<file path="config.mk">
export PLATFORM = sky130hd
export DESIGN_NAME = lcd_page_transpose_framer
export DESIGN_NICKNAME = d
export VERILOG_FILES = /design/src/sv/lptf_pkg.sv /design/src/sv/lptf_seq.sv /design/src/sv/lcd_page_transpose_framer.sv
export SDC_FILE = /design/constraint.sdc
export NUM_CORES = 1
export LEC_CHECK = 0
export ABC_CLOCK_PERIOD_IN_PS = 4260
export BUFFER_PORTS_ARGS = -buffer_cell sky130_fd_sc_hd__buf_2
export CORE_MARGIN = 5
export CORE_UTILIZATION = 55
export DETAILED_ROUTE_END_ITERATION = 8
export HOLD_SLACK_MARGIN = 0.06
export PLACE_DENSITY = 0.72
export SETUP_SLACK_MARGIN = 0.02
export SLEW_MARGIN = 5
export SYNTH_ARGS = -nofsm -noshare
export SYNTH_HDL_FRONTEND = slang
export SYNTH_SLANG_ARGS = --single-unit
</file>
<file path="constraint.sdc">
create_clock -name clk -period 4.26 [get_ports clk]
set_input_delay 0 -clock clk [delete_from_list [all_inputs] [get_ports clk]]
set_output_delay 0 -clock clk [all_outputs]
set_load 0.1 [all_outputs]
</file>
<file path="src/sv/lptf_pkg.sv">
// Shared types, frame constants and the control-store program of the page transpose framer.
// Used by lptf_seq and lcd_page_transpose_framer; depends on nothing else.
package lptf_pkg;

  // Scan geometry limits.
  localparam int MAX_GROUPS = 8;
  localparam int MAX_PAGES  = 16;

  // Frame bytes sent to the panel.
  localparam logic [7:0] FRAME_SYNC   = 8'ha5;
  localparam logic [7:0] FRAME_LEN    = 8'h05;
  localparam logic [7:0] FRAME_CMD    = 8'h03;
  localparam logic [7:0] FRAME_DATA   = 8'h22;
  localparam logic [7:0] FRAME_ZERO   = 8'h00;
  localparam logic [7:0] FRAME_ONE    = 8'h01;
  localparam logic [7:0] CMD_PAGE     = 8'hb0;
  localparam logic [7:0] CMD_COL_HI   = 8'h10;
  // The column address is always 4 + 32 * group, so its low nibble is fixed.
  localparam logic [7:0] CMD_COL_LO   = 8'h04;

  // Configuration register indexes.
  localparam logic [1:0] REG_INVERT = 2'd0;
  localparam logic [1:0] REG_WIDTH  = 2'd1;
  localparam logic [1:0] REG_HEIGHT = 2'd2;

  // Program layout.
  localparam int PC_W       = 5;
  localparam int DCNT_W     = 5;
  localparam logic [PC_W-1:0]   STEP_COL_FRAME = 5'd6;
  localparam logic [PC_W-1:0]   STEP_DATA      = 5'd20;
  localparam logic [DCNT_W-1:0] DATA_LAST      = 5'd31;

  // Source of the byte a control word emits.
  typedef enum logic [1:0] {
    SRC_CONST,
    SRC_PAGE,
    SRC_COLHI,
    SRC_DATA
  } lptf_src_t;

  // Sequencing of a control word.
  typedef enum logic [1:0] {
    JMP_NEXT,
    JMP_IF_GROUP,
    JMP_DATA_LOOP
  } lptf_jmp_t;

  // One control word of the program.
  typedef struct packed {
    logic             emit;
    lptf_src_t        src;
    logic [7:0]       konst;
    lptf_jmp_t        jmp;
    logic [PC_W-1:0]  target;
  } lptf_uword_t;

  // What the sequencer hands the datapath in the current step.
  typedef struct packed {
    logic       emit;
    lptf_src_t  src;
    logic [7:0] konst;
    logic       last;
  } lptf_step_t;

  // Control store: page frame (skipped past group zero), two column frames,
  // the data header, and the 32-byte data loop.
  function automatic lptf_uword_t lptf_rom(input logic [PC_W-1:0] pc);
    lptf_uword_t w;
    w = '{emit: 1'b1, src: SRC_CONST, konst: FRAME_ZERO, jmp: JMP_NEXT, target: '0};
    unique case (pc)
      5'd0: begin
        w.emit   = 1'b0;
        w.jmp    = JMP_IF_GROUP;
        w.target = STEP_COL_FRAME;
      end
      5'd1:  w.konst = FRAME_SYNC;
      5'd2:  w.konst = FRAME_LEN;
      5'd3:  w.konst = FRAME_CMD;
      5'd4:  w.konst = FRAME_ZERO;
      5'd5:  w.src   = SRC_PAGE;
      5'd6:  w.konst = FRAME_SYNC;
      5'd7:  w.konst = FRAME_LEN;
      5'd8:  w.konst = FRAME_CMD;
      5'd9:  w.konst = FRAME_ZERO;
      5'd10: w.src   = SRC_COLHI;
      5'd11: w.konst = FRAME_SYNC;
      5'd12: w.konst = FRAME_LEN;
      5'd13: w.konst = FRAME_CMD;
      5'd14: w.konst = FRAME_ZERO;
      5'd15: w.konst = CMD_COL_LO;
      5'd16: w.konst = FRAME_SYNC;
      5'd17: w.konst = FRAME_LEN;
      5'd18: w.konst = FRAME_DATA;
      5'd19: w.konst = FRAME_ONE;
      5'd20: begin
        w.src    = SRC_DATA;
        w.jmp    = JMP_DATA_LOOP;
        w.target = STEP_DATA;
      end
      default: w.emit = 1'b0;
    endcase
    return w;
  endfunction

endpackage

</file>
<file path="src/sv/lptf_seq.sv">
// Microcoded sequencer of the page transpose framer: step counter, data counter, control store.
// Depends on lptf_pkg for the control word types and the program.
module lptf_seq
  import lptf_pkg::*;
(
  input  logic              clk,
  input  logic              rst,
  input  logic              start,
  input  logic              adv,
  input  logic              group_nz,
  output logic              busy,
  output lptf_step_t        step,
  output logic [DCNT_W-1:0] data_idx
);

  logic [PC_W-1:0]   pc;
  logic [DCNT_W-1:0] dcnt;
  lptf_uword_t       word;
  logic              data_end;

  // Fetch the current control word.
  always_comb begin
    word       = lptf_rom(pc);
    data_end   = (word.jmp == JMP_DATA_LOOP) && (dcnt == DATA_LAST);
    step.emit  = busy && word.emit;
    step.src   = word.src;
    step.konst = word.konst;
    step.last  = data_end;
  end

  assign data_idx = dcnt;

  // Step counter with conditional jumps; a step moves on only when the
  // output register can take its byte.
  always_ff @(posedge clk) begin
    if (rst) begin
      busy <= 1'b0;
      pc   <= '0;
      dcnt <= '0;
    end else if (start) begin
      busy <= 1'b1;
      pc   <= '0;
      dcnt <= '0;
    end else if (busy && adv) begin
      unique case (word.jmp)
        JMP_NEXT: pc <= pc + 1'b1;
        JMP_IF_GROUP: pc <= group_nz ? word.target : pc + 1'b1;
        JMP_DATA_LOOP: begin
          if (data_end) begin
            busy <= 1'b0;
          end else begin
            dcnt <= dcnt + 1'b1;
            pc   <= word.target;
          end
        end
        default: pc <= pc + 1'b1;
      endcase
    end
  end

  // The program never runs past the data loop.
  assert property (@(posedge clk) disable iff (rst) busy |-> pc <= STEP_DATA)
    else $error("sequencer ran past the data loop");

  // A new run is only started while the previous one has finished.
  assert property (@(posedge clk) disable iff (rst) start |-> !busy)
    else $error("sequencer restarted while busy");

  // The data counter only moves inside the data loop.
  assert property (@(posedge clk) disable iff (rst)
    busy && (pc != STEP_DATA) |-> dcnt == '0)
    else $error("data counter moved outside the data loop");

endmodule

</file>
<file path="src/sv/lcd_page_transpose_framer.sv">
// Top level of the page transpose framer: input scan, tile store, output register.
// Depends on lptf_pkg and lptf_seq.
//
// Usage: framebuffer bytes enter on the pixel channel (in_valid/in_ready,
// pixel_byte, restart) in scan order: page, group of four byte columns,
// row 0..7, column in group. restart marks the first byte of a refresh.
// Each byte is stored, inverted when invert_pixels is set, in a 32-byte tile.
// Bytes that do not complete a tile are taken in one cycle each and cause
// no transfer. The byte that completes a tile starts a run of the control
// program: 46 output bytes, or 51 at group zero of a page, one per cycle
// on the output channel (out_valid/out_ready) while the receiver takes them;
// the first control word emits nothing. in_ready is low while the run goes
// on, so no byte of the next tile is taken before the run has finished.
// A stalled receiver holds the output register and freezes the program
// step; the last byte of a run may wait while new input is accepted.
// Configuration writes (cfg_valid/cfg_ready) are always taken.
// Reset clears the scan position, the registers to their defaults and the
// output channel; the tile store is not cleared.
module lcd_page_transpose_framer
  import lptf_pkg::*;
(
  input  logic       clk,
  input  logic       rst,
  input  logic       cfg_valid,
  output logic       cfg_ready,
  input  logic [1:0] cfg_index,
  input  logic [4:0] cfg_data,
  input  logic       in_valid,
  output logic       in_ready,
  input  logic [7:0] pixel_byte,
  input  logic       restart,
  output logic       out_valid,
  input  logic       out_ready,
  output logic [7:0] out_byte,
  output logic       last_of_run,
  output logic       screen_done
);

  // Configuration registers.
  logic       invert_pixels;
  logic [3:0] width_groups;
  logic [4:0] height_pages;

  // Scan position.
  logic [2:0] row_in_tile;
  logic [1:0] column_in_group;
  logic [2:0] group_index;
  logic [3:0] page_index;

  // Position of the tile being sent.
  logic [2:0] em_group;
  logic [3:0] em_page;
  logic       em_done;

  logic [7:0] tile [4][8];

  logic       in_fire;
  logic       busy;
  logic       adv;
  lptf_step_t step;
  logic [DCNT_W-1:0] data_idx;

  logic [2:0] row0;
  logic [1:0] col0;
  logic [2:0] grp0;
  logic [3:0] pg0;
  logic [7:0] pix;
  logic       tile_end;
  logic [3:0] groups_eff;
  logic [4:0] pages_eff;
  logic [3:0] grp_inc;
  logic [4:0] pg_inc;
  logic [7:0] data_byte;
  logic [7:0] byte_sel;

  assign cfg_ready = 1'b1;
  assign in_ready  = !busy;
  assign in_fire   = in_valid && in_ready;
  assign adv       = !out_valid || out_ready;

  // Configuration writes.
  always_ff @(posedge clk) begin
    if (rst) begin
      invert_pixels <= 1'b0;
      width_groups  <= 4'd4;
      height_pages  <= 5'd8;
    end else if (cfg_valid) begin
      unique case (cfg_index)
        REG_INVERT: invert_pixels <= cfg_data[0];
        REG_WIDTH:  width_groups  <= cfg_data[3:0];
        REG_HEIGHT: height_pages  <= cfg_data;
        default: ;
      endcase
    end
  end

  // Scan position after restart, clamped bounds and increments.
  always_comb begin
    row0     = restart ? '0 : row_in_tile;
    col0     = restart ? '0 : column_in_group;
    grp0     = restart ? '0 : group_index;
    pg0      = restart ? '0 : page_index;
    pix      = invert_pixels ? ~pixel_byte : pixel_byte;
    tile_end = (col0 == 2'd3) && (row0 == 3'd7);
    if (width_groups == 4'd0) begin
      groups_eff = 4'd1;
    end else if (width_groups > 4'(MAX_GROUPS)) begin
      groups_eff = 4'(MAX_GROUPS);
    end else begin
      groups_eff = width_groups;
    end
    if (height_pages == 5'd0) begin
      pages_eff = 5'd1;
    end else if (height_pages > 5'(MAX_PAGES)) begin
      pages_eff = 5'(MAX_PAGES);
    end else begin
      pages_eff = height_pages;
    end
    grp_inc = {1'b0, grp0} + 4'd1;
    pg_inc  = {1'b0, pg0} + 5'd1;
  end

  // Scan position update and capture of the tile's frame position.
  always_ff @(posedge clk) begin
    if (rst) begin
      row_in_tile     <= '0;
      column_in_group <= '0;
      group_index     <= '0;
      page_index      <= '0;
    end else if (in_fire) begin
      column_in_group <= col0 + 2'd1;
      row_in_tile     <= (col0 == 2'd3) ? row0 + 3'd1 : row0;
      group_index     <= grp0;
      page_index      <= pg0;
      if (tile_end) begin
        if (grp_inc >= groups_eff) begin
          group_index <= '0;
          page_index  <= (pg_inc >= pages_eff) ? '0 : pg_inc[3:0];
        end else begin
          group_index <= grp_inc[2:0];
        end
      end
    end
  end

  always_ff @(posedge clk) begin
    if (in_fire && tile_end) begin
      em_group <= grp0;
      em_page  <= pg0;
      em_done  <= (grp_inc >= groups_eff) && (pg_inc >= pages_eff);
    end
  end

  // Tile store, one byte per column and row.
  always_ff @(posedge clk) begin
    if (in_fire) begin
      tile[col0][row0] <= pix;
    end
  end

  // Transposed data byte: bit r is bit 7-i of the row-r byte of column c.
  always_comb begin
    for (int r = 0; r < 8; r++) begin
      data_byte[r] = tile[data_idx[4:3]][r][3'd7 - data_idx[2:0]];
    end
  end

  // Output byte selection.
  always_comb begin
    case (step.src)
      SRC_CONST: byte_sel = step.konst;
      SRC_PAGE:  byte_sel = CMD_PAGE | {4'b0, em_page};
      SRC_COLHI: byte_sel = CMD_COL_HI | {4'b0, em_group, 1'b0};
      SRC_DATA:  byte_sel = data_byte;
      default:   byte_sel = step.konst;
    endcase
  end

  lptf_seq u_seq (
    .clk      (clk),
    .rst      (rst),
    .start    (in_fire && tile_end),
    .adv      (adv),
    .group_nz (em_group != 3'd0),
    .busy     (busy),
    .step     (step),
    .data_idx (data_idx)
  );

  // Output register.
  always_ff @(posedge clk) begin
    if (rst) begin
      out_valid <= 1'b0;
    end else if (step.emit && adv) begin
      out_valid <= 1'b1;
    end else if (out_ready) begin
      out_valid <= 1'b0;
    end
  end

  always_ff @(posedge clk) begin
    if (step.emit && adv) begin
      out_byte    <= byte_sel;
      last_of_run <= step.last;
      screen_done <= step.last && em_done;
    end
  end

  // A completed tile always starts a run that blocks input.
  assert property (@(posedge clk) disable iff (rst) in_fire && tile_end |=> !in_ready)
    else $error("completed tile did not start a run");

  // A byte that leaves the tile incomplete causes no run.
  assert property (@(posedge clk) disable iff (rst) in_fire && !tile_end |=> in_ready)
    else $error("partial tile started a run");

  // End of refresh is only flagged on the last byte of a run.
  assert property (@(posedge clk) disable iff (rst) out_valid && screen_done |-> last_of_run)
    else $error("screen_done without last_of_run");

endmodule
</file>
==> results of run 1 <==
sequential cells by signal, indices dropped and copies added (netlist names), 4 cells and up, named ones only:
name            cells
tile              256
out_byte            8
height_pages        5
u_seq.data_idx      5
u_seq.pc            5
em_page             4
page_index          4
width_groups        4
worst register-to-register path: stages (launching register included):
cell      delay [ps]
dfxtp_1          380
nor2b_1          270
ha_1             280
xor2_1           210
ha_1             280
a21o_1           180
a21o_1           170
a211oi_1         580
nand4b_1         170
a311oi_1         280
logic make-up after synthesis:
logic type	synth area share
flip-flops	0.679
multiplexers	0.143
AND/OR/NAND/NOR	0.0780
adder cells (fa/ha/maj)	0.0228
AO/OA/AOI/OAI	0.0449
XOR/XNOR	0.00997
buffers and inverters	0.0222
other	0.000284
cell usage in the layout, fill, tap and decap left out, types with 20 or more instances in the layout:
cell type      instances
buf_2                 32
edfxtp_1             274
ha_1                  24
dlygate4sd3_1         31
clkbuf_16             31
mux4_2                64
nand2_1               31
mux2i_1               20
dfxtp_1               34
o21ai_0               22
and2_1                31
nor2_1                52
final cells by class:
type	count	area, sq um	area share
inverters	20	75.1	0.00497
multi-input cells	418	4010	0.265
flip-flops and latches	310	8950	0.593
clock inverters	20	214	0.0142
clock buffers	38	832	0.0551
well taps	319	399	0.0264
repair buffers	79	616	0.0408
power groups by stage:
stage | clock, uW | sequential [uW] | combinational [uW]
final | 2750 | 3350 | 183
after CTS | 2790 | 3350 | 183
after floorplan | 0 | 3410 | 85.7
after detailed placement | 0 | 3410 | 163
after global placement | 0 | 3410 | 153
after global routing | 2940 | 3350 | 199
final timing paths:
path                                          from                 end  slack (ps)  depth (start not counted)
worst max register to register       page_index[0]       page_index[0]        1370                          9
worst min-delay path                   cfg_data[0]       invert_pixels         270                          4
worst max-delay path                 page_index[0]       page_index[0]        1370                          9
worst min register to register  column_in_group[1]  column_in_group[1]         480                          2
routing by layer:
| layer | global-route usage | vias to the layer above | routed length, um |
|---|---|---|---|
| met5 | 0 | - | 0 |
| met4 | 0.0431 | 0 | 426 |
| met3 | 0.0344 | 37 | 1880 |
| met2 | 0.355 | 283 | 14100 |
| met1 | 0.292 | 3762 | 11600 |
| li1 | - | 3245 | - |
through the flow:
| step | hold WS [ps] | area (sq um) |
|---|---|---|
| after floorplan | 94.4 | 13200 |
| after global placement | 234 | 13700 |
| after detailed placement | 275 | 13700 |
| after CTS | 258 | 15100 |
| after global routing | 291 | 15100 |
| final | 271 | 15100 |
==> flow_metrics.py, run 1 <==
metrics = {
    "cts": {
        "tritoncts": "built",
        "clk_latency_ps": 570,
        "cts.sinks": 310,
        "postCtsResizedCells": 0,
        "htreeDepth": 1,
        "cts.clk_slew.worst_paths_ps": 60,
        "post_cts.repair.setup_buffers": 0,
        "cts_hold_buf": 31,
        "numCtsBuffers": 31,
        "clock_path_buffers": 3,
        "cts-root-buf": "clkbuf_16",
    },
    "synthesis": {
        "ys_warn_count": 0,
        "synthFlopType": "edfxtp_1",
        "syn_nets": 830,
        "yosysMostFrequentCell": "edfxtp_1",
        "ys_seq_area_frac": 0.679,
        "synth_cell_types": 63,
        "syn_area_per_cell_sq_um": 16.8,
        "synth_top_area_frac": 0.624,
        "ys_async_sr_fraction": 0,
        "ys_ff_latch": 310,
        "synth_edf_count": 274,
        "netlist_instances": 785,
        "synth.largest_area_cell": "edfxtp_1",
        "synth_area_leaders": "edfxtp_1 (62%), mux4_2 (11%), dfxtp_1 (5.5%)",
        "syn_area_sq_um": 13200,
        "yosys-top-cells-count": "edfxtp_1 (274), mux4_2 (64), nor2_1 (52)",
    },
    "setup_path": {
        "end_kind": "flop",
        "critPathRequiredTime_ps": 4740,
        "crit_family": "compound AO/OA/AOI/OAI gates",
        "worstPathMaxFanout": 6,
        "max_stage_delay_ps": 580,
        "crit_arrival_ps": 3370,
        "startpoint_type": "flop",
        "crit_buf_inv": 0,
        "cp_cell_sequence": "nor2b_1 -> ha_1 -> xor2_1 -> ha_1 -> a21o_1 -> a21o_1 -> a211oi_1 -> nand4b_1 -> a311oi_1",
        "crit_type": "flop to flop",
        "cp_slowest_cell": "a211oi_1",
    },
    "sta": {
        "worst_slew_pin_slew_ps": 842,
        "clock.fmax_mhz": 346,
        "rsz0062_at_grt": "no",
        "finalCritPeriodShare": 0.679,
        "finalClockSkew_ps": 17.6,
        "slew_headroom": 0.437,
        "fin_tns_setup_ps": 0,
        "setup_viol": 0,
        "final-hold-violation-count": 0,
        "worst_slack_ps": 1370,
        "finalCriticalPeriod_ps": 2890,
        "slew_violations": 0,
    },
    "floorplanning": {
        "rows": 56,
        "dieArea_sq_um": 27200,
        "io_pins": 34,
        "die_h_um": 165,
        "fp.dieW_um": 165,
        "initial_core_util": 0.560,
        "core_area_sq_um": 23500,
    },
    "status": {
        "outcome": "finished, final reports clean",
    },
    "route": {
        "via_per_inst": 6.09,
        "firstDrtPassIters": 5,
        "route.detailed.drc": 0,
        "wire_per_inst_um": 23.2,
        "drt.antenna.violating_nets": 0,
        "wirelength_mm": 28.0,
        "drt-initial-drc-count": 654,
        "vias": 7327,
    },
    "power_and_ir_drop": {
        "peakVddDrop_mv": 0.334,
        "power.internal_uw": 5030,
        "leakagePower_uw": 0.00512,
        "seq_power_share": 0.533,
        "p_per_area_nw_per_um2": 416,
        "p_total_uw": 6280,
        "switchingPower_uw": 1250,
        "combinationalPowerShare": 0.029,
        "p_clk_frac": 0.438,
        "p_sw_frac": 0.199,
    },
    "placement": {
        "gp_congestion": 0.888,
        "placedCellCount": 1115,
        "pre_cts_ws_ps": 1440,
        "port_buffers": 32,
        "place_hpwl_mm": 17.8,
    },
    "finish": {
        "nets": 905,
        "diodes": 0,
        "fin_util": 0.641,
        "drive_gt1_frac": 0.205,
        "instances_no_fill": 1204,
        "fillers": 1656,
        "area_delta_synth_final_pct": 14.5,
    },
    "worst_hold_path": {
        "hold_path_class": "primary input to flop",
    },
    "grt": {
        "grt_pass1_wl_mm": 43.6,
        "grt_max_degree": 41,
        "first_global_vias": 7484,
        "antenna_found_initial": 0,
        "grt_usage": 0.210,
        "globalRouteOverflowTotal": 0,
    },
    "flow_run": {
        "cap_violations": 0,
    },
}
(Power assumes the default switching activity.)
==> run 2, diff against run 1 <==
--- a/config.mk
+++ b/config.mk
@@ -5,13 +5,13 @@
 export SDC_FILE = /design/constraint.sdc
 export NUM_CORES = 1
 export LEC_CHECK = 0
-export ABC_CLOCK_PERIOD_IN_PS = 4260
+export ABC_CLOCK_PERIOD_IN_PS = 2400
 export BUFFER_PORTS_ARGS = -buffer_cell sky130_fd_sc_hd__buf_2
 export CORE_MARGIN = 5
 export CORE_UTILIZATION = 55
 export DETAILED_ROUTE_END_ITERATION = 8
 export HOLD_SLACK_MARGIN = 0.06
-export PLACE_DENSITY = 0.72
+export PLACE_DENSITY = 0.74
 export SETUP_SLACK_MARGIN = 0.02
 export SLEW_MARGIN = 5
 export SYNTH_ARGS = -nofsm -noshare
==> constraint.sdc (replaced) <==
create_clock -name clk -period 2.4 [get_ports clk]
set_input_delay 0 -clock clk [delete_from_list [all_inputs] [get_ports clk]]
set_output_delay 0 -clock clk [all_outputs]
set_load 0.1 [all_outputs]
==> run 2 against run 1 <==
Net effect:
- worst setup slack got worse by 1300 ps
- critical endpoint is now page_index[2]
- first-iteration DRC count increased by 18%
- sequential cell count unchanged
- non-clock buffer count increased by 45
- worst hold slack improved by 21 ps
==> flow_metrics.py, run 2 (synthesis results as in run 1) <==
metrics = {
    "setup_path": {
        "cp_slowest_cell": "dfxtp_1",
        "worstPathMaxFanout": 4,
        "crit_type": "flop to flop",
        "critPathRequiredTime_ps": 2870,
        "max_stage_delay_ps": 330,
        "crit_family": "compound AO/OA/AOI/OAI gates",
        "crit_top_cell": "a21o_1",
        "cp_cell_sequence": "nor2b_4 -> ha_4 -> xor2_1 -> ha_1 -> a21o_1 -> a21o_1 -> a211oi_4 -> buf_4 -> o21ai_1 -> a21oi_1",
        "end_kind": "flop",
        "crit_arrival_ps": 2780,
        "crit_buf_inv": 1,
        "startpoint_type": "flop",
    },
    "grt": {
        "globalRouteOverflowTotal": 0,
        "grt_pass1_wl_mm": 45.9,
        "grt_usage": 0.224,
        "antenna_found_initial": 0,
        "grt_max_degree": 41,
        "first_global_vias": 7954,
    },
    "cts": {
        "numCtsBuffers": 31,
        "clock_path_buffers": 3,
        "cts-root-buf": "clkbuf_16",
        "cts.clk_slew.worst_paths_ps": 60,
        "tritoncts": "built",
        "cts.sinks": 310,
        "clk_latency_ps": 560,
        "htreeDepth": 1,
    },
    "placement": {
        "port_buffers": 32,
        "gp_congestion": 0.872,
        "placedCellCount": 1151,
        "pre_cts_ws_ps": -119,
        "place_hpwl_mm": 18.4,
    },
    "floorplanning": {
        "initial_core_util": 0.560,
        "fp.dieW_um": 165,
        "core_area_sq_um": 23500,
        "io_pins": 34,
        "dieArea_sq_um": 27200,
        "rows": 56,
        "die_h_um": 165,
    },
    "finish": {
        "area_delta_synth_final_pct": 17.4,
        "fillers": 1582,
        "diodes": 0,
        "instances_no_fill": 1247,
        "top_register": "tile",
        "fin_util": 0.658,
        "mostFrequentLayoutCells": "edfxtp_1 (274), mux4_2 (64), buf_4 (54)",
        "nets": 950,
        "drive_gt1_frac": 0.251,
        "final_common_cell": "edfxtp_1",
        "multi_input_area_sq_um": 4080,
        "seqCellArea_sq_um": 8950,
        "reg_top3": "tile: 256 flops, out_byte: 8 flops",
        "largest_register_ffs": 256,
    },
    "worst_hold_path": {
        "hold_path_class": "primary input to flop",
    },
    "flow_run": {
        "cap_violations": 0,
    },
    "power_and_ir_drop": {
        "peakVddDrop_mv": 0.611,
        "leakagePower_uw": 0.00531,
        "p_per_area_nw_per_um2": 705,
    },
    "status": {
        "outcome": "finished, final reports clean",
    },
    "sta": {
        "setup_viol": 0,
        "fin_tns_setup_ps": 0,
        "slew_headroom": 0.616,
        "finalCriticalPeriod_ps": 2310,
        "rsz0062_at_grt": "yes",
        "holdWs_ps": 292,
        "slew_violations": 0,
        "worst_slack_ps": 89.5,
        "finalClockSkew_ps": 8.72,
        "final-hold-violation-count": 0,
        "worst_slew_pin_slew_ps": 570,
        "finalCritPeriodShare": 0.963,
        "clock.fmax_mhz": 433,
    },
    "route": {
        "route.detailed.drc": 0,
        "wire_per_inst_um": 23.7,
        "vias": 7579,
        "drt-initial-drc-count": 774,
        "firstDrtPassIters": 6,
        "drt.antenna.violating_nets": 0,
        "via_per_inst": 6.08,
        "wirelength_mm": 29.6,
    },
}
-- run 2: cell types whose count changed in the layout (fill, tap and decap cells not counted), sizes merged --
cell	before	now
clkinvlp	0	2
buf	48	92
clkbuf	38	40
bufinv	4	2
clkinv	15	13
dlygate4sd3	31	32
inv	21	19
-- run 2: stage by stage --
step                      power, uW  area, sq um
after floorplan                6210        13200
after global placement         6330        14000
after detailed placement       6350        14000
after CTS                     10900        15400
after global routing          11200        15500
final                         10900        15500
-- run 2: final timing paths --
check                                       end       startpoint  cells after the start  slack, ps
worst min register to register  height_pages[3]  height_pages[3]                      1        490
worst max-delay path              page_index[2]    page_index[0]                     10         90
worst max register to register    page_index[2]    page_index[0]                     10         90
worst min-delay path              invert_pixels      cfg_data[0]                      4        290
-- run 2: what timing repair did --
action,4_1_cts,5_1_grt
gates resized for setup,4,17
pin swaps,1,6
hold buffers,32,0
endpoints found under the setup margin,4,6
endpoints found under the hold margin,208,0
buffers inserted,1,7
-- run 2: per-layer routing --
metal  track usage  vias to the layer above  share of wire
met2         0.378                      286           0.51
met4        0.0571                        0          0.022
met3        0.0374                       56          0.067
li1              -                     3336              -
met1         0.307                     3901           0.40
met5             0                        -              0
-- run 2: power breakdown --
part / leakage [uW] / internal [uW] / total, uW / switching (uW)
clock: 0.000476 / 2660 / 4620 / 1960
combinational: 0.00207 / 118 / 353 / 235
sequential: 0.00276 / 5930 / 5940 / 11.7
-- run 2: worst min-delay path, cell delays in order --
cell and delay [ps]:
dlygate4sd3_1 540, buf_2 130, mux2i_1 70, nor2_1 80
-- run 2: final cells by class --
type / instances / area share
well taps: 319 / 0.0258
clock buffers: 40 / 0.0542
repair buffers: 124 / 0.0644
inverters: 20 / 0.00509
clock inverters: 16 / 0.00832
flip-flops and latches: 310 / 0.578
multi-input cells: 418 / 0.264
==> run 3, diff against run 2 <==
--- a/config.mk
+++ b/config.mk
@@ -11,6 +11,7 @@
 export CORE_UTILIZATION = 55
 export DETAILED_ROUTE_END_ITERATION = 8
 export HOLD_SLACK_MARGIN = 0.06
+export MAX_ROUTING_LAYER = met4
 export PLACE_DENSITY = 0.74
 export SETUP_SLACK_MARGIN = 0.02
 export SLEW_MARGIN = 5
==> run 3 against run 2 <==
Net effect:
- critical endpoint unchanged
- die area unchanged
- wire length decreased by 2.2%
- critical path type unchanged
- sequential power about the same
==> flow_metrics.py, run 3 (synthesis results as in run 1) <==
metrics = {
    "cts": {
        "clock_path_buffers": 3,
        "tritoncts": "built",
        "htreeDepth": 1,
        "numCtsBuffers": 31,
        "cts.clk_slew.worst_paths_ps": 60,
        "clk_latency_ps": 580,
        "cts.sinks": 310,
        "cts-root-buf": "clkbuf_16",
    },
    "route": {
        "firstDrtPassIters": 5,
        "drt-initial-drc-count": 774,
        "drt.antenna.violating_nets": 0,
        "route.detailed.drc": 0,
        "wire_per_inst_um": 23.3,
        "vias": 7459,
        "via_per_inst": 6.01,
        "wirelength_mm": 29.0,
    },
    "setup_path": {
        "worstPathMaxFanout": 3,
        "rr_endpoint": "page_index[2]",
        "crit_arrival_ps": 2810,
        "startpoint_type": "flop",
        "cp_slowest_cell": "dfxtp_1",
        "max_stage_delay_ps": 350,
        "ff2ff_setup_slack_ps": 80,
        "crit_type": "flop to flop",
        "critPathRequiredTime_ps": 2890,
        "critPathLaunch": "group_index[1]",
        "rr_worst_depth": 9,
        "end_kind": "flop",
        "cp_cell_sequence": "nor2b_1 -> ha_2 -> xor2_1 -> ha_1 -> nor3_2 -> or2_2 -> nor4_2 -> o21ai_0 -> a21oi_1",
        "r2r-start": "group_index[1]",
    },
    "floorplanning": {
        "io_pins": 34,
        "core_area_sq_um": 23500,
        "dieArea_sq_um": 27200,
        "initial_core_util": 0.560,
        "rows": 56,
        "die_h_um": 165,
        "fp.dieW_um": 165,
    },
    "grt": {
        "grt_pass1_wl_mm": 44.9,
        "antenna_found_initial": 2,
        "grt_usage": 0.226,
        "globalRouteOverflowTotal": 0,
        "first_global_vias": 7787,
        "grt_max_degree": 33,
    },
    "placement": {
        "port_buffers": 32,
        "place_hpwl_mm": 18.0,
        "pre_cts_ws_ps": 19.8,
        "gp_congestion": 0.885,
    },
    "finish": {
        "final_common_cell": "edfxtp_1",
        "largest_register_ffs": 256,
        "area_delta_synth_final_pct": 17.2,
        "nets": 943,
        "drive_gt1_frac": 0.243,
        "mostFrequentLayoutCells": "edfxtp_1 (274), mux4_2 (64), nor2_1 (52)",
        "top_register": "tile",
        "fin_util": 0.656,
        "reg_top3": "tile: 256 flops, out_byte: 8 flops",
    },
    "worst_hold_path": {
        "hold_path_class": "primary input to flop",
        "hp-start": "cfg_data[0]",
        "holdPathStages": 4,
        "min_to": "invert_pixels",
    },
    "sta": {
        "rsz0062_at_grt": "yes",
        "slew_headroom": 0.617,
        "slew_violations": 0,
        "finalCriticalPeriod_ps": 2320,
        "clock.fmax_mhz": 432,
        "worst_slack_ps": 84.1,
        "setup_viol": 0,
        "finalCritPeriodShare": 0.965,
        "worst_slew_pin_slew_ps": 568,
        "final-hold-violation-count": 0,
        "finalClockSkew_ps": 18.1,
    },
    "power_and_ir_drop": {
        "p_total_uw": 11000,
        "leakagePower_uw": 0.00528,
        "peakVddDrop_mv": 0.647,
        "p_per_area_nw_per_um2": 710,
    },
    "status": {
        "outcome": "finished, final reports clean",
    },
    "flow_run": {
        "cap_violations": 0,
    },
}
-- run 3: through the flow --
stage | cells | hold WS [ps] | setup TNS, ps | area, sq um
2_1_floorplan | 785 | 94.4 | 0 | 13200
3_3_place_gp | 1151 | 234 | 0 | 14000
3_5_place_dp | 1151 | 248 | 0 | 14000
4_1_cts | 1240 | 254 | 0 | 15400
5_1_grt | 1242 | 297 | -74.5 | 15500
6_report | 1242 | 241 | 0 | 15500
-- run 3: per-layer routing --
metal / wire length [um] / track usage / up-vias
li1: - / - / 3308
met1: 11500 / 0.298 / 3799
met5: 0 / - / -
met2: 14800 / 0.375 / 289
met4: 755 / 0.0643 / 0
met3: 1890 / 0.0309 / 63
-- run 3: worst max path at each step --
| stage | end | slack (ps) | cells after the start |
|---|---|---|---|
| after CTS | page_index[0] | 30 | 9 |
| after global placement | page_index[0] | 90 | 9 |
| final | page_index[2] | 80 | 9 |
| after global routing | page_index[2] | -40 | 9 |
| after floorplan | page_index[0] | 30 | 11 |
| after detailed placement | page_index[0] | 20 | 9 |
-- run 3: timing repair --
action,CTS,global route
hold buffers,32,0
endpoints found under the hold margin,287,0
resized for setup,0,19
endpoints found under the setup margin,1,5
setup buffers,0,1
pin swaps,1,6
-- run 3: worst max-delay path, delay by kind of cell (launching register included) --
kind | cells | cell delay [ps]
adders and majority gates | 2 | 490
and+or+nand+nor | 4 | 930
AOI/OAI and AO/OA | 2 | 310
DFF | 1 | 350
xor gates and xnor gates | 1 | 160
-- run 3: power by group --
part	switching, uW	internal, uW
clock network	1980	2710
registers	10.7	5930
logic	229	115
total	2220	8750
-- run 3: cell type report --
class                      instances  area, sq um
fill                            1592         8090
multi-input combinational        418         4090
antenna                            1         2.50
sequential                       310         8950
clock buffer                      43          861
tap                              319          399
clock inverter                    14          131
inverter                          20         75.1
timing repair buffer             117          945
